[src/design/grd_pkg.sv]
`timescale 1ns / 1ps
// shared types, constants and register codes of the gyro rotary dimmer
package grd_pkg;

	localparam logic [15:0] FULL_SCALE = 16'd50000;
	localparam int unsigned DIV_RAW = FULL_SCALE / 100;
	localparam int unsigned DIV = (DIV_RAW == 0) ? 1 : DIV_RAW;

	localparam int unsigned RECIP_SH = 32;
	localparam longint unsigned RECIP_L = ((64'd1 << RECIP_SH) + DIV - 1) / DIV;
	localparam logic [32:0] RECIP = 33'(RECIP_L);

	localparam logic [6:0] BRIGHT_MIN = 7'd1;
	localparam logic [6:0] BRIGHT_MAX = 7'd100;

	localparam logic [14:0] DEADBAND_RESET = 15'd200;
	localparam logic [15:0] IDLE_LIMIT_RESET = 16'd30;

	localparam int unsigned CFG_IDX_W = 2;
	localparam int unsigned CFG_DATA_W = 16;

	typedef enum logic [CFG_IDX_W-1:0] {
		REG_DEADBAND   = 2'd0,
		REG_IDLE_LIMIT = 2'd1
	} reg_idx_t;

	typedef struct packed {
		logic [14:0] deadband_threshold;
		logic [15:0] idle_limit;
	} cfg_t;

	typedef struct packed {
		logic        valid;
		logic        press;
		logic        inactive;
		logic [15:0] level;
	} lvl_stage_t;

endpackage

[src/design/grd_channels.sv]
`timescale 1ns / 1ps
// channel interfaces for samples, results and register writes
interface grd_sample_if;
	logic               valid;
	logic               ready;
	logic signed [15:0] rate_z;
	logic               button_press;

	modport source (output valid, output rate_z, output button_press, input ready);
	modport sink (input valid, input rate_z, input button_press, output ready);
endinterface

interface grd_result_if;
	logic       valid;
	logic       ready;
	logic [6:0] brightness;
	logic       brightness_changed;
	logic       toggle_request;
	logic       inactive;

	modport source (output valid, output brightness, output brightness_changed,
		output toggle_request, output inactive, input ready);
	modport sink (input valid, input brightness, input brightness_changed,
		input toggle_request, input inactive, output ready);
endinterface

interface grd_cfg_if;
	import grd_pkg::*;
	logic                  valid;
	logic                  ready;
	logic [CFG_IDX_W-1:0]  index;
	logic [CFG_DATA_W-1:0] data;

	modport source (output valid, output index, output data, input ready);
	modport sink (input valid, input index, input data, output ready);
endinterface

[src/design/gyro_rotary_dimmer_top.sv]
`timescale 1ns / 1ps
// top level of the gyro rotary dimmer
// usage:
//   sample carries one signed z-rate reading and a button flag per request;
//   result returns one request per sample: brightness percent, a change
//   flag against the last result, the toggle request and the inactive flag
//   cfg writes register 0 (deadband threshold) or 1 (idle limit); other
//   indexes are dropped, and writes are always taken
// timing:
//   a taken sample passes the input register, the level/idle register and
//   the result register in that order and is offered on result from there
//   one sample per cycle sustained while result is taken; the level and
//   idle updates are combinational ahead of the level/idle register and
//   the brightness multiply sits in the last stage
// reset:
//   deadband 200, idle limit 30, level 0, last brightness 1, all stages empty
// stalls:
//   while result waits the earlier stages keep filling; sample.ready drops
//   only once all three registers hold requests
module gyro_rotary_dimmer_top (
	input  logic clk,
	input  logic arst_n,
	grd_sample_if.sink   sample,
	grd_result_if.source result,
	grd_cfg_if.sink      cfg
);
	import grd_pkg::*;

	cfg_t       cfg_regs;
	lvl_stage_t lvl;
	logic       take;

	grd_cfg_regs u_cfg (
		.clk      (clk),
		.arst_n   (arst_n),
		.wr_valid (cfg.valid),
		.wr_ready (cfg.ready),
		.wr_index (cfg.index),
		.wr_data  (cfg.data),
		.cfg      (cfg_regs)
	);

	grd_level_stage u_level (
		.clk          (clk),
		.arst_n       (arst_n),
		.in_valid     (sample.valid),
		.in_ready     (sample.ready),
		.rate_z       (sample.rate_z),
		.button_press (sample.button_press),
		.cfg          (cfg_regs),
		.take         (take),
		.lvl          (lvl)
	);

	grd_bright_stage u_bright (
		.clk                (clk),
		.arst_n             (arst_n),
		.lvl                (lvl),
		.take               (take),
		.out_valid          (result.valid),
		.out_ready          (result.ready),
		.brightness         (result.brightness),
		.brightness_changed (result.brightness_changed),
		.toggle_request     (result.toggle_request),
		.inactive           (result.inactive)
	);

endmodule

[src/design/grd_cfg_regs.sv]
`timescale 1ns / 1ps
// configuration registers: deadband threshold and idle limit
module grd_cfg_regs (
	input  logic                           clk,
	input  logic                           arst_n,
	input  logic                           wr_valid,
	output logic                           wr_ready,
	input  logic [grd_pkg::CFG_IDX_W-1:0]  wr_index,
	input  logic [grd_pkg::CFG_DATA_W-1:0] wr_data,
	output grd_pkg::cfg_t                  cfg
);
	import grd_pkg::*;

	logic [14:0] deadband_q;
	logic [15:0] idle_limit_q;

	assign wr_ready = 1'b1;

	always_ff @(posedge clk or negedge arst_n) begin
		if (!arst_n) begin
			deadband_q   <= DEADBAND_RESET;
			idle_limit_q <= IDLE_LIMIT_RESET;
		end else if (wr_valid) begin
			case (wr_index)
				REG_DEADBAND: begin
					deadband_q <= wr_data[14:0];
				end
				REG_IDLE_LIMIT: begin
					idle_limit_q <= wr_data[15:0];
				end
				default: begin
				end
			endcase
		end
	end

	assign cfg.deadband_threshold = deadband_q;
	assign cfg.idle_limit         = idle_limit_q;

endmodule

[src/design/grd_level_stage.sv]
`timescale 1ns / 1ps
// sample register, deadband, dimmer level accumulation and idle counting
module grd_level_stage (
	input  logic                clk,
	input  logic                arst_n,
	input  logic                in_valid,
	output logic                in_ready,
	input  logic signed [15:0]  rate_z,
	input  logic                button_press,
	input  grd_pkg::cfg_t       cfg,
	input  logic                take,
	output grd_pkg::lvl_stage_t lvl
);
	import grd_pkg::*;

	logic               valid_s1;
	logic signed [15:0] rate_s1;
	logic               press_s1;

	logic               valid_s2;
	logic               press_s2;
	logic               inactive_s2;
	logic [15:0]        level_q;
	logic [15:0]        idle_q;

	logic               en_s1;
	logic               en_s2;
	logic signed [16:0] rate_ext;
	logic [16:0]        mag;
	logic               pass;
	logic               activity;
	logic signed [17:0] sum;
	logic [15:0]        level_next;
	logic [15:0]        idle_next;

	assign en_s2    = !valid_s2 || take;
	assign en_s1    = !valid_s1 || en_s2;
	assign in_ready = en_s1;

	// deadband on the rate magnitude
	assign rate_ext = {rate_s1[15], rate_s1};
	assign mag      = rate_ext[16] ? 17'(-rate_ext) : 17'(rate_ext);
	assign pass     = mag >= {2'b00, cfg.deadband_threshold};
	assign activity = pass || press_s1;

	// a right turn (negative rate) raises the level
	assign sum = pass ? ($signed({2'b00, level_q}) - $signed({{2{rate_s1[15]}}, rate_s1}))
		: $signed({2'b00, level_q});

	always_comb begin
		if (sum[17]) begin
			level_next = '0;
		end else if (sum >= $signed({2'b00, FULL_SCALE})) begin
			level_next = FULL_SCALE;
		end else begin
			level_next = sum[15:0];
		end
	end

	always_comb begin
		if (activity) begin
			idle_next = '0;
		end else if (idle_q <= cfg.idle_limit && idle_q != 16'hFFFF) begin
			idle_next = idle_q + 16'd1;
		end else begin
			idle_next = idle_q;
		end
	end

	always_ff @(posedge clk or negedge arst_n) begin
		if (!arst_n) begin
			valid_s1 <= 1'b0;
			valid_s2 <= 1'b0;
			level_q  <= '0;
			idle_q   <= '0;
		end else begin
			if (en_s1) begin
				valid_s1 <= in_valid;
			end
			if (en_s2) begin
				valid_s2 <= valid_s1;
			end
			if (valid_s1 && en_s2) begin
				level_q <= level_next;
				idle_q  <= idle_next;
			end
		end
	end

	always_ff @(posedge clk) begin
		if (in_valid && en_s1) begin
			rate_s1  <= rate_z;
			press_s1 <= button_press;
		end
		if (valid_s1 && en_s2) begin
			press_s2    <= press_s1;
			inactive_s2 <= idle_next > cfg.idle_limit;
		end
	end

	assign lvl.valid    = valid_s2;
	assign lvl.press    = press_s2;
	assign lvl.inactive = inactive_s2;
	assign lvl.level    = level_q;

endmodule

[src/design/grd_bright_stage.sv]
`timescale 1ns / 1ps
// brightness percent by reciprocal multiply, change flag and result register
module grd_bright_stage (
	input  logic                clk,
	input  logic                arst_n,
	input  grd_pkg::lvl_stage_t lvl,
	output logic                take,
	output logic                out_valid,
	input  logic                out_ready,
	output logic [6:0]          brightness,
	output logic                brightness_changed,
	output logic                toggle_request,
	output logic                inactive
);
	import grd_pkg::*;

	logic        valid_s3;
	logic [6:0]  bright_s3;
	logic        changed_s3;
	logic        toggle_s3;
	logic        inactive_s3;
	logic [6:0]  reported_q;

	logic [48:0] prod;
	logic [16:0] quot;
	logic [6:0]  bright;

	assign take = !valid_s3 || out_ready;

	assign prod = 49'(lvl.level) * 49'(RECIP);
	assign quot = prod[48:32];

	always_comb begin
		if (quot == '0) begin
			bright = BRIGHT_MIN;
		end else if (quot > 17'(BRIGHT_MAX)) begin
			bright = BRIGHT_MAX;
		end else begin
			bright = quot[6:0];
		end
	end

	always_ff @(posedge clk or negedge arst_n) begin
		if (!arst_n) begin
			valid_s3   <= 1'b0;
			reported_q <= BRIGHT_MIN;
		end else begin
			if (take) begin
				valid_s3 <= lvl.valid;
			end
			if (lvl.valid && take) begin
				reported_q <= bright;
			end
		end
	end

	always_ff @(posedge clk) begin
		if (lvl.valid && take) begin
			bright_s3   <= bright;
			changed_s3  <= bright != reported_q;
			toggle_s3   <= lvl.press;
			inactive_s3 <= lvl.inactive;
		end
	end

	assign out_valid          = valid_s3;
	assign brightness         = bright_s3;
	assign brightness_changed = changed_s3;
	assign toggle_request     = toggle_s3;
	assign inactive           = inactive_s3;

endmodule

[src/flat_wrapper.sv]
// flat-port wrapper written by rule: the top's interface ports become plain ports
module gyro_rotary_dimmer_top_flat import grd_pkg::*;
  (clk, arst_n, sample_valid, sample_rate_z, sample_button_press, sample_ready, result_valid, result_brightness, result_brightness_changed, result_toggle_request, result_inactive, result_ready, cfg_valid, cfg_index, cfg_data, cfg_ready);
  grd_sample_if sample_i ();
  grd_result_if result_i ();
  grd_cfg_if cfg_i ();
  input  logic clk;
  input  logic arst_n;
  input wire logic [$bits(sample_i.valid)-1:0] sample_valid;
  input wire logic [$bits(sample_i.rate_z)-1:0] sample_rate_z;
  input wire logic [$bits(sample_i.button_press)-1:0] sample_button_press;
  output wire logic [$bits(sample_i.ready)-1:0] sample_ready;
  output wire logic [$bits(result_i.valid)-1:0] result_valid;
  output wire logic [$bits(result_i.brightness)-1:0] result_brightness;
  output wire logic [$bits(result_i.brightness_changed)-1:0] result_brightness_changed;
  output wire logic [$bits(result_i.toggle_request)-1:0] result_toggle_request;
  output wire logic [$bits(result_i.inactive)-1:0] result_inactive;
  input wire logic [$bits(result_i.ready)-1:0] result_ready;
  input wire logic [$bits(cfg_i.valid)-1:0] cfg_valid;
  input wire logic [$bits(cfg_i.index)-1:0] cfg_index;
  input wire logic [$bits(cfg_i.data)-1:0] cfg_data;
  output wire logic [$bits(cfg_i.ready)-1:0] cfg_ready;
  assign sample_i.valid = sample_valid;
  assign sample_i.rate_z = sample_rate_z;
  assign sample_i.button_press = sample_button_press;
  assign sample_ready = sample_i.ready;
  assign result_valid = result_i.valid;
  assign result_brightness = result_i.brightness;
  assign result_brightness_changed = result_i.brightness_changed;
  assign result_toggle_request = result_i.toggle_request;
  assign result_inactive = result_i.inactive;
  assign result_i.ready = result_ready;
  assign cfg_i.valid = cfg_valid;
  assign cfg_i.index = cfg_index;
  assign cfg_i.data = cfg_data;
  assign cfg_ready = cfg_i.ready;
  gyro_rotary_dimmer_top u_core (.clk(clk), .arst_n(arst_n), .sample(sample_i), .result(result_i), .cfg(cfg_i));
endmodule
[config.mk]
export PLATFORM = sky130hd
export DESIGN_NAME = gyro_rotary_dimmer_top_flat
export DESIGN_NICKNAME = d
export VERILOG_FILES = /design/src/design/grd_pkg.sv /design/src/design/grd_channels.sv /design/src/design/gyro_rotary_dimmer_top.sv /design/src/design/grd_cfg_regs.sv /design/src/design/grd_level_stage.sv /design/src/design/grd_bright_stage.sv /design/src/flat_wrapper.sv
export SDC_FILE = /design/constraint.sdc
export NUM_CORES = 1
export LEC_CHECK = 0
export ABC_AREA = 1
export BUFFER_PORTS_ARGS = -buffer_cell sky130_fd_sc_hd__buf_2
export CAP_MARGIN = 20
export CORE_MARGIN = 2
export CORE_UTILIZATION = 30
export DETAILED_ROUTE_END_ITERATION = 6
export GPL_ROUTABILITY_DRIVEN = 0
export PLACE_DENSITY = 0.47
export SLEW_MARGIN = 0
export SYNTH_ARGS = -nofsm -noshare
export SYNTH_HDL_FRONTEND = slang
export SYNTH_SLANG_ARGS = --single-unit
[constraint.sdc]
create_clock -name clk -period 7.6 [get_ports clk]
set_input_delay 0.38 -clock clk [delete_from_list [all_inputs] [get_ports clk]]
set_output_delay 0.38 -clock clk [all_outputs]
set_load 0.005 [all_outputs]
### After elaboration in Yosys (flattened, before gate mapping)

Cells that the tools add are included.
Widths: inputs -> output; s select.

| storage, ports and cells | value |
|---|---|
| flip-flop bits (word level) | 102 |
| input bits | 40 |
| output and inout bits | 13 |
| logic and storage cells | 51 |

| cells by class | value |
|---|---|
| mux-type cells | 8 |
| reduce and logical (&&, ||, !) cells | 15 |
| multipliers | 1 |
| order comparisons | 5 |
| equality and inequality tests | 3 |
| add/subtract/negate cells | 3 |

Operators with widths:

| operator | count |
|---|---|
| $mux 16 | 4 |
| $mul 16x24->40 const B | 1 |
| $ge 18x17->1 const B | 1 |
| $mux 18 | 1 |
| $sub 17x16->18 | 1 |
| $ge 17x15->1 | 1 |
| $logic_not 17->1 | 1 |
| $mux 17 | 1 |
| $neg 16->17 | 1 |
| $add 16x1->16 const B | 1 |
| $gt 16x16->1 | 1 |
| $le 16x16->1 | 1 |
| $ne 16x16->1 const B | 1 |
| $mux 7 | 2 |
| $gt 8x7->1 const B | 1 |
| $ne 7x7->1 | 1 |
| $logic_and 1x1->1 | 4 |
| $logic_or 1x1->1 | 4 |
| $reduce_and 2->1 | 2 |
| $logic_not 1->1 | 3 |
| $eq 2x1->1 const B | 1 |
| $logic_not 2->1 | 1 |

### Longest topological paths before layout

Gate-level depths: netlist of run 1.

| depth | value |
|---|---|
| depth in word-level cells | 7 |
| mapped depth | 33 |
| mapped depth without buffers | 33 |

### Modules after synthesis

A second synthesis of run 1 with hierarchy kept.

| second synthesis, totals | value |
|---|---|
| cells, all modules | 1849 |
| area, all modules | 14058.5 um^2 |

By module, submodules not included:

| module | area an instance (um^2) | instances | cells each | sequential area each (um^2) |
|---|---|---|---|---|
| grd_bright_stage | 7253.2 | 1 | 950 | 501.7 |
| grd_level_stage | 5474.0 | 1 | 759 | 1421.4 |
| grd_cfg_regs | 1331.3 | 1 | 140 | 784.5 |

### Worst setup path before layout of run 1

No wires, ideal clock.

| timing | value |
|---|---|
| path type | reg-to-reg |
| start | reg u_core.u_level.level_q[13] |
| end | reg u_core.u_bright.changed_s3, in the netlist u_core.u_bright.brightness_changed (data pin) |
| period minus slack after synthesis | 5.586 ns |
| setup slack | 2.014 ns |
| library setup time | 0.260 ns |
| data arrival time | 5.326 ns |
| required time | 7.340 ns |
| cell stages (with the launch flop) | 30 |
| cells stage by stage | dfrtp_1 -> inv_1 -> fa_1 -> ha_1 -> a21oi_1 -> fa_1 -> fa_1 -> inv_1 -> fa_1 -> inv_1 -> fa_1 -> inv_1 -> ha_1 -> nand2_1 -> nor2_1 -> inv_1 -> nor3_1 -> nand3_1 -> nand3_1 -> nand2_1 -> nand2_1 -> nand2_1 -> nor2_2 -> nand3_2 -> nand2_4 -> nand2_1 -> nand2_1 -> nand3_1 -> nor2_1 -> nand3_1 |

| between the ends | value |
|---|---|
| longest elaborated chain between the ends | 5 |
| elaborated cells between the ends (all ways) | 6 |
| classes of those cells | mul (1); order compare (1); eq/ne (1); mux (2); reduce/logical (1) |

RTL lines:

| what | line | RTL |
|---|---|---|
| from (decl) | grd_level_stage.sv:23 | `logic [15:0] level_q;` |
| from (signal assigned) | grd_level_stage.sv:84 | `level_q <= level_next;` |
| $mul 16x24->40 (*) | grd_bright_stage.sv:30 | `assign prod = 49'(lvl.level) * 49'(RECIP);` |
| $gt 8x7->1 | grd_bright_stage.sv:36 | `end else if (quot > 17'(BRIGHT_MAX)) begin` |
| $mux 7 | grd_bright_stage.sv:36 |  |
| $mux 7 (*) | grd_bright_stage.sv:34 | `if (quot == '0) begin` |
| $ne 7x7->1 (*) | grd_bright_stage.sv:60 | `changed_s3 <= bright != reported_q;` |
| to (signal assigned) | grd_bright_stage.sv:60 |  |
| to (decl) | grd_bright_stage.sv:19 | `logic changed_s3;` |

Mark *: on every way between the ends. The rest lies on a longest branch, timed or not.
A chain may end at the register's enable or synchronous reset.

### Final worst setup path of run 1

Ends and elaborated chain as after synthesis.

==> flow_metrics.env, run 1 <==
export IMPL_synth_compound_area_share_pct=8.166
export IMPL_slew_headroom_pct=39.79
export IMPL_portBuffers=51
export IMPL_grt_pass1_wl_mm=57.78
export IMPL_clock_path_buffers=2
export IMPL_vias_per_cell=4.461
export IMPL_die_x_um=213.7
export IMPL_synth_cell_types=48
export IMPL_mostFrequentLayoutCell="nand2_1"
export IMPL_final_nets=2127
export IMPL_cp_common_cell="nand2_1"
export IMPL_synth_top_area_share_pct=21.24
export IMPL_rsz0062_at_grt="no"
export IMPL_maxSlewViolCount=0
export IMPL_required_ns=7.75
export IMPL_setup_worst_path_class="reg2reg"
export IMPL_drc=0
export IMPL_cts_made_buffers=9
export IMPL_skew_ns=0.01499
export IMPL_fmax_mhz=159.1
export IMPL_crit_fanout=11
export IMPL_coreArea_um2=43270
export IMPL_numClockSinks=102
export IMPL_r2r_start="u_core.u_level.level_q[13]"
export IMPL_ant_nets=0
export IMPL_synthCells=1721
export IMPL_min_period_ns=6.286
export IMPL_wire_per_inst_um=14.89
export IMPL_cts_tree="done"
export IMPL_setup_worst_path_start="u_core.u_level.level_q[13]"
export IMPL_root_buffer="clkbuf_16"
export IMPL_dominantRegCellSynth="dfrtp_1"
export IMPL_synth_edff_count=29
export IMPL_ys_async_sr_fraction_pct=71.57
export IMPL_critPathArrivalTime_ns=6.44
export IMPL_grt_ovfl_total=0
export IMPL_slowest_delay_ns=0.72
export IMPL_synth_top_family_by_area="adder cells"
export IMPL_grt_pass1_vias=10910
export IMPL_maxCapViolCount=0
export IMPL_drive_above_1_share_pct=6.208
export IMPL_layout_common_cells="nand2_1, inv_1, ha_1"
export IMPL_min_period_over_period_pct=82.71
export IMPL_dr_pass1_iters=5
export IMPL_syn_to_final_growth_pct=9.361
export IMPL_finalHoldViolCount=0
export IMPL_crit_path_start_kind="flop"
export IMPL_hp_start="sample_rate_z[13]"
export IMPL_initial_core_util_pct=30.49
export IMPL_num_rows=76
export IMPL_tightest_slew_ns=0.8976
export IMPL_track_usage_pct=16.54
export IMPL_tns_ns=0
export IMPL_drt_iter0_markers=568
export IMPL_synth_xor_area_share_pct=2.324
export IMPL_cts_resized=0
export IMPL_drt_wl_total_mm=35.10
export IMPL_slowest_stage="dfrtp_1"
export IMPL_dp_hpwl_mm=29.66
export IMPL_synth_top_area_cell="ha_1"
export IMPL_final_setup_viol_count=0
export IMPL_routed_via_count=10520
export IMPL_synthTopCellsByArea="ha_1, fa_1, dfrtp_1"
export IMPL_hp_class="in2reg"
export IMPL_synthSimpleGateAreaFrac_pct=21.75
export IMPL_htreeDepth=3
export IMPL_chipHeight_um=213.7
export IMPL_dieArea_um2=45670
export IMPL_synth_seq_cells=102
export IMPL_io_pins=53
export IMPL_ys_warn_count=0
export IMPL_syn_cell_area_um2=13190
export IMPL_muxShareOfSynthArea_pct=0
export IMPL_r2r_cells=30
export IMPL_grt_max_degree=49
export IMPL_clock_latency_ns=0.40
export IMPL_seq_area_frac_synth_pct=20.52
export IMPL_cts_reportedPaths_clkPinSlew_ns=0.09
export IMPL_antenna_found_initial=0
export IMPL_status="completed"
export IMPL_syn_nets=2081
export IMPL_synth_fa_ha_area_share_pct=35.81
export IMPL_hold_path_depth=1
export IMPL_cp_end_kind="flop"
export IMPL_num_antenna_cells=0
export IMPL_syn_area_per_cell_um2=7.666
## what timing repair did
| item | CTS | global route |
|---|---|---|
| setup buffers | 0 | 0 |
| hold buffers | 1 | 0 |
| hold endpoints to repair | 22 | 0 |
## metal layers
layer | vias up | global-route usage, % | wire (um)
met1 | 4819 | 22.24 | 17300
met2 | 122 | 27.75 | 16220
li1 | 5539 | - | -
met4 | 0 | 4.310 | 668
met3 | 35 | 2.504 | 906
met5 | - | 0 | 0
## through the flow
step,utilization (%),setup WS (ns),hold slack (ns),instance area (um^2),cells
5_1_grt,33.35,0.7746,0.1300,14430,2357
4_1_cts,33.35,1.235,0.1210,14430,2357
2_1_floorplan,-,2.014,0.08441,13190,1721
3_3_place_gp,32.58,1.283,0.3396,14100,2339
3_5_place_dp,32.65,1.258,0.3440,14120,2340
6_report,33.35,1.314,0.1506,14430,2357
## state kept, by name, summed over array words and instances, names as in the netlist, 7 cells and up
name	flops
u_core.u_level.rate_s1	16
u_core.u_level.level_q	16
u_core.u_bright.brightness	7
u_core.u_cfg.idle_limit_q	16
u_core.u_level.idle_q	16
u_core.u_bright.reported_q	7
u_core.u_cfg.deadband_q	15
## layout make-up
| type | instances | area (um^2) |
|---|---|---|
| Clock inverter | 6 | 63.81 |
| Tap cell | 585 | 732.0 |
| Sequential cell | 102 | 2708 |
| Fill cell | 4660 | 28840 |
| Timing Repair Buffer | 57 | 325.3 |
| Clock buffer | 10 | 229.0 |
| Inverter | 370 | 1389 |
| Multi-Input combinational cell | 1227 | 8981 |
## synthesized netlist by cell type (3+ instances only)
library cell	count
nand2_2	7
nand3b_1	13
o21ai_1	4
o21ai_0	79
dfstp_2	8
inv_1	362
dfrtp_1	65
edfxtp_1	29
a21o_1	5
o21bai_1	12
nand2_4	3
o21a_1	3
xnor2_1	9
nor2_2	4
nand3_1	67
a21oi_1	71
a31oi_1	5
ha_1	224
nand2_1	424
fa_1	96
a211oi_1	3
xor2_1	26
and3_1	6
nor3_1	22
nor2_1	101
clkinv_1	3
inv_2	5
nor4_1	6
nand4_1	18
clkbuf_1	16
## cell families after synthesis
kind of cell / after synthesis
xor gates and xnor gates: 35
AOI/OAI and AO/OA: 193
adders and majority gates: 320
DFF: 102
other: 1
and+or+nand+nor: 678
buffers and inverters: 392
## path summary, 6_finish.rpt
kind / to / slack [ns]
worst max-delay path: u_core.u_bright.brightness_changed / 1.31
worst min-delay path: u_core.u_level.rate_s1[13] / 0.15
worst max register to register: u_core.u_bright.brightness_changed / 1.31
worst min register to register: u_core.u_bright.inactive / 0.42
max in group asynchronous: u_core.u_cfg.deadband_q[12] / 6.10
min in group asynchronous: u_core.u_level.level_q[10] / 0.44
## critical path, delay by kind of cell (launching register included)
| kind | cells | cell delay [ns] |
|---|---|---|
| buffers and inverters | 5 | 0.46 |
| AOI/OAI and AO/OA | 4 | 0.72 |
| adders and majority gates | 7 | 3.04 |
| DFF | 1 | 0.72 |
| and+or+nand+nor | 14 | 1.11 |
Power of run 1 is not shown: default switching activity piles up to over one toggle a cycle in this logic, so the estimate is an artifact.
==> inputs of run 2 (changes only) <==
Settings changed: ABC_AREA 1 to 0.
Clock period 7.6 ns to 5.8 ns, I/O delays scaled along.
==> run 2 against run 1 <==
Area after synthesis down 4.1%; final cell count shrank 11%; routed wire length shrank 1.7%; non-clock buffer count is 149 higher; setup slack worse by 1.7 ns; sequential share of layout area down 0.93 points; the run now ends with setup timing left; register-to-register slack worse by 1.7 ns.
==> flow_metrics.env, run 2 <==
export IMPL_status="finished with violations"
export IMPL_violations="setup timing"
export IMPL_synthSimpleGateAreaFrac_pct=11.66
export IMPL_grt_pass1_vias=10440
export IMPL_muxShareOfSynthArea_pct=2.127
export IMPL_critPathBufInv=3
export IMPL_r2r_start="u_core.u_level.level_q[14]"
export IMPL_grt_max_degree=61
export IMPL_synth_xor_area_share_pct=3.186
export IMPL_die_x_um=209.3
export IMPL_min_period_ns=6.233
export IMPL_initial_core_util_pct=30.29
export IMPL_drive_above_1_share_pct=20.47
export IMPL_crit_chain="fa_2, xor2_1, ha_2, inv_1, fa_1, fa_1, fa_1, inv_1, fa_1, ha_4, nand4_1, or4_1, o211ai_1, buf_4, mux2i_4, a211oi_4, a211o_1, xnor2_1, nor4_1, nand4_1"
export IMPL_fin_ws_ns=-0.4334
export IMPL_drc=0
export IMPL_synth_compound_area_share_pct=15.94
export IMPL_syn_nets=1725
export IMPL_synthCells=1365
export IMPL_rsz0062_at_grt="yes"
export IMPL_hp_class="in2reg"
export IMPL_final_nets=1918
export IMPL_wire_per_inst_um=16.42
export IMPL_tns_ns=-1.584
export IMPL_dieArea_um2=43810
export IMPL_num_antenna_cells=0
export IMPL_io_pins=53
export IMPL_synth_edff_count=29
export IMPL_maxSlewViolCount=0
export IMPL_dp_hpwl_mm=29.59
export IMPL_antenna_found_initial=0
export IMPL_placed_area_um2=14750
export IMPL_syn_area_per_cell_um2=9.265
export IMPL_hp_start="sample_rate_z[12]"
export IMPL_chipHeight_um=209.3
export IMPL_whs_ns=0.09342
export IMPL_grtUsageMet1_pct=22.89
export IMPL_mostFrequentLayoutCell="inv_1"
export IMPL_cts_reportedPaths_clkPinSlew_ns=0.08
export IMPL_cp_end_kind="flop"
export IMPL_htreeDepth=3
export IMPL_portBuffers=51
export IMPL_synthTopCellsByCount="inv_1, ha_1, fa_1"
export IMPL_layout_common_cells="inv_1, ha_1, buf_4"
export IMPL_maxCapViolCount=0
export IMPL_drt_iter0_markers=434
export IMPL_num_rows=75
export IMPL_seq_area_frac_synth_pct=21.41
export IMPL_numClockSinks=102
export IMPL_num_fill_cells=4261
export IMPL_clock_latency_ns=0.37
export IMPL_synth_top_area_share_pct=22.16
export IMPL_ant_nets=0
export IMPL_slowest_delay_ns=0.64
export IMPL_routed_via_count=10130
export IMPL_ys_async_sr_fraction_pct=71.57
export IMPL_setup_worst_path_start="u_core.u_level.level_q[14]"
export IMPL_finish_utilization_pct=36.47
export IMPL_fin_area_um2=15230
export IMPL_met2_usage_pct=27.08
export IMPL_clock_path_buffers=2
export IMPL_synth_top_area_cell="ha_1"
export IMPL_required_ns=5.90
export IMPL_yosysMostFrequentCell="inv_1"
export IMPL_synthTopCellsByArea="ha_1, fa_1, dfrtp_1"
export IMPL_critPathArrivalTime_ns=6.34
export IMPL_ys_warn_count=0
export IMPL_final_setup_viol_count=11
export IMPL_grt_ovfl_total=0
export IMPL_dominantRegCellSynth="dfrtp_1"
export IMPL_track_usage_pct=16.33
export IMPL_synth_cell_types=81
export IMPL_min_period_over_period_pct=107.5
export IMPL_setup_worst_path_class="reg2reg"
export IMPL_grt_most_used_layer="met2"
export IMPL_use_met3_pct=1.691
export IMPL_tightest_slew_ns=0.9489
export IMPL_crit_path_start_kind="flop"
export IMPL_grt_pass1_wl_mm=56.34
export IMPL_slew_headroom_pct=36.74
export IMPL_syn_to_final_growth_pct=20.42
export IMPL_root_buffer="clkbuf_16"
export IMPL_cp_common_cell="fa_1"
export IMPL_dr_pass1_iters=5
export IMPL_slowest_stage="fa_2"
export IMPL_coreArea_um2=41760
export IMPL_drt_wl_total_mm=34.52
export IMPL_crit_fanout=6
export IMPL_skew_ns=0.01085
export IMPL_synth_seq_cells=102
export IMPL_finalHoldViolCount=0
export IMPL_synth_top_family_by_area="adder cells"
export IMPL_crit_family="adder cells"
export IMPL_vias_per_cell=4.821
export IMPL_synth_fa_ha_area_share_pct=37.36
export IMPL_fmax_mhz=160.4
export IMPL_cts_made_buffers=9
export IMPL_cts_tree="done"
export IMPL_syn_cell_area_um2=12650
## run 2: changes by cell type after synthesis, moves of 10 or more
cell,previous run,this run
a21o_1,5,26
inv_1,362,249
mux2_2,0,19
nand2_1,424,81
nand2b_1,0,10
nand3_1,67,40
nand3b_1,13,2
nor2_1,101,63
nor3_1,22,11
o21a_1,3,18
o31ai_1,2,20
or3_1,0,16
xnor2_1,9,29
## run 2: area by class of cell
cell class,instances,area (um^2),area share [%]
multi-input combinational,989,9149,60.07
timing repair buffer,206,1448,9.505
clock buffer,9,225.2,1.479
inverter,250,938.4,6.162
sequential,102,2716,17.84
tap,539,674.4,4.428
clock inverter,7,78.83,0.5176
## run 2: metal layers
layer  routed length (um)  vias to the layer above
li1                     -                     5125
met1                17020                     4844
met2                16110                      138
met3                  823                       27
met4                  564                        0
met5                    0                        -
## run 2: final timing paths
kind | slack, ns | end | cells past startpoint
min in group asynchronous | 0.30 | u_core.u_cfg.idle_limit_q[10] | 2
max reg2reg | -0.43 | u_core.u_bright.brightness_changed | 20
min reg2reg | 0.43 | u_core.u_bright.inactive | 0
min | 0.09 | u_core.u_level.rate_s1[12] | 1
max in group asynchronous | 4.38 | u_core.u_level.level_q[8] | 3
max | -0.43 | u_core.u_bright.brightness_changed | 20
## run 2: stage by stage
stage          setup WS (ns)  instances
2_1_floorplan        -0.1380       1365
3_3_place_gp         -0.4676       2081
3_5_place_dp         -0.5496       2081
4_1_cts              -0.4361       2101
5_1_grt              -0.6678       2102
6_report             -0.4334       2102
## run 2: cell families after synthesis
kind of cell / count (synthesis)
AO/OA/AOI/OAI: 303
XOR/XNOR: 46
adder cells (fa/ha/maj): 320
buffers and inverters: 274
flip-flops: 102
multiplexers: 24
other: 1
AND/OR/NAND/NOR: 295
## run 2: what timing repair did
item / in CTS / in global routing
hold endpoints to repair: 13 / 0
buffers inserted: 4 / 1
resized for setup: 23 / 13
pin swaps: 9 / 8
hold buffers: 1 / 0
endpoints found under the setup margin: 13 / 15
Power of run 2 is left out for the same reason.
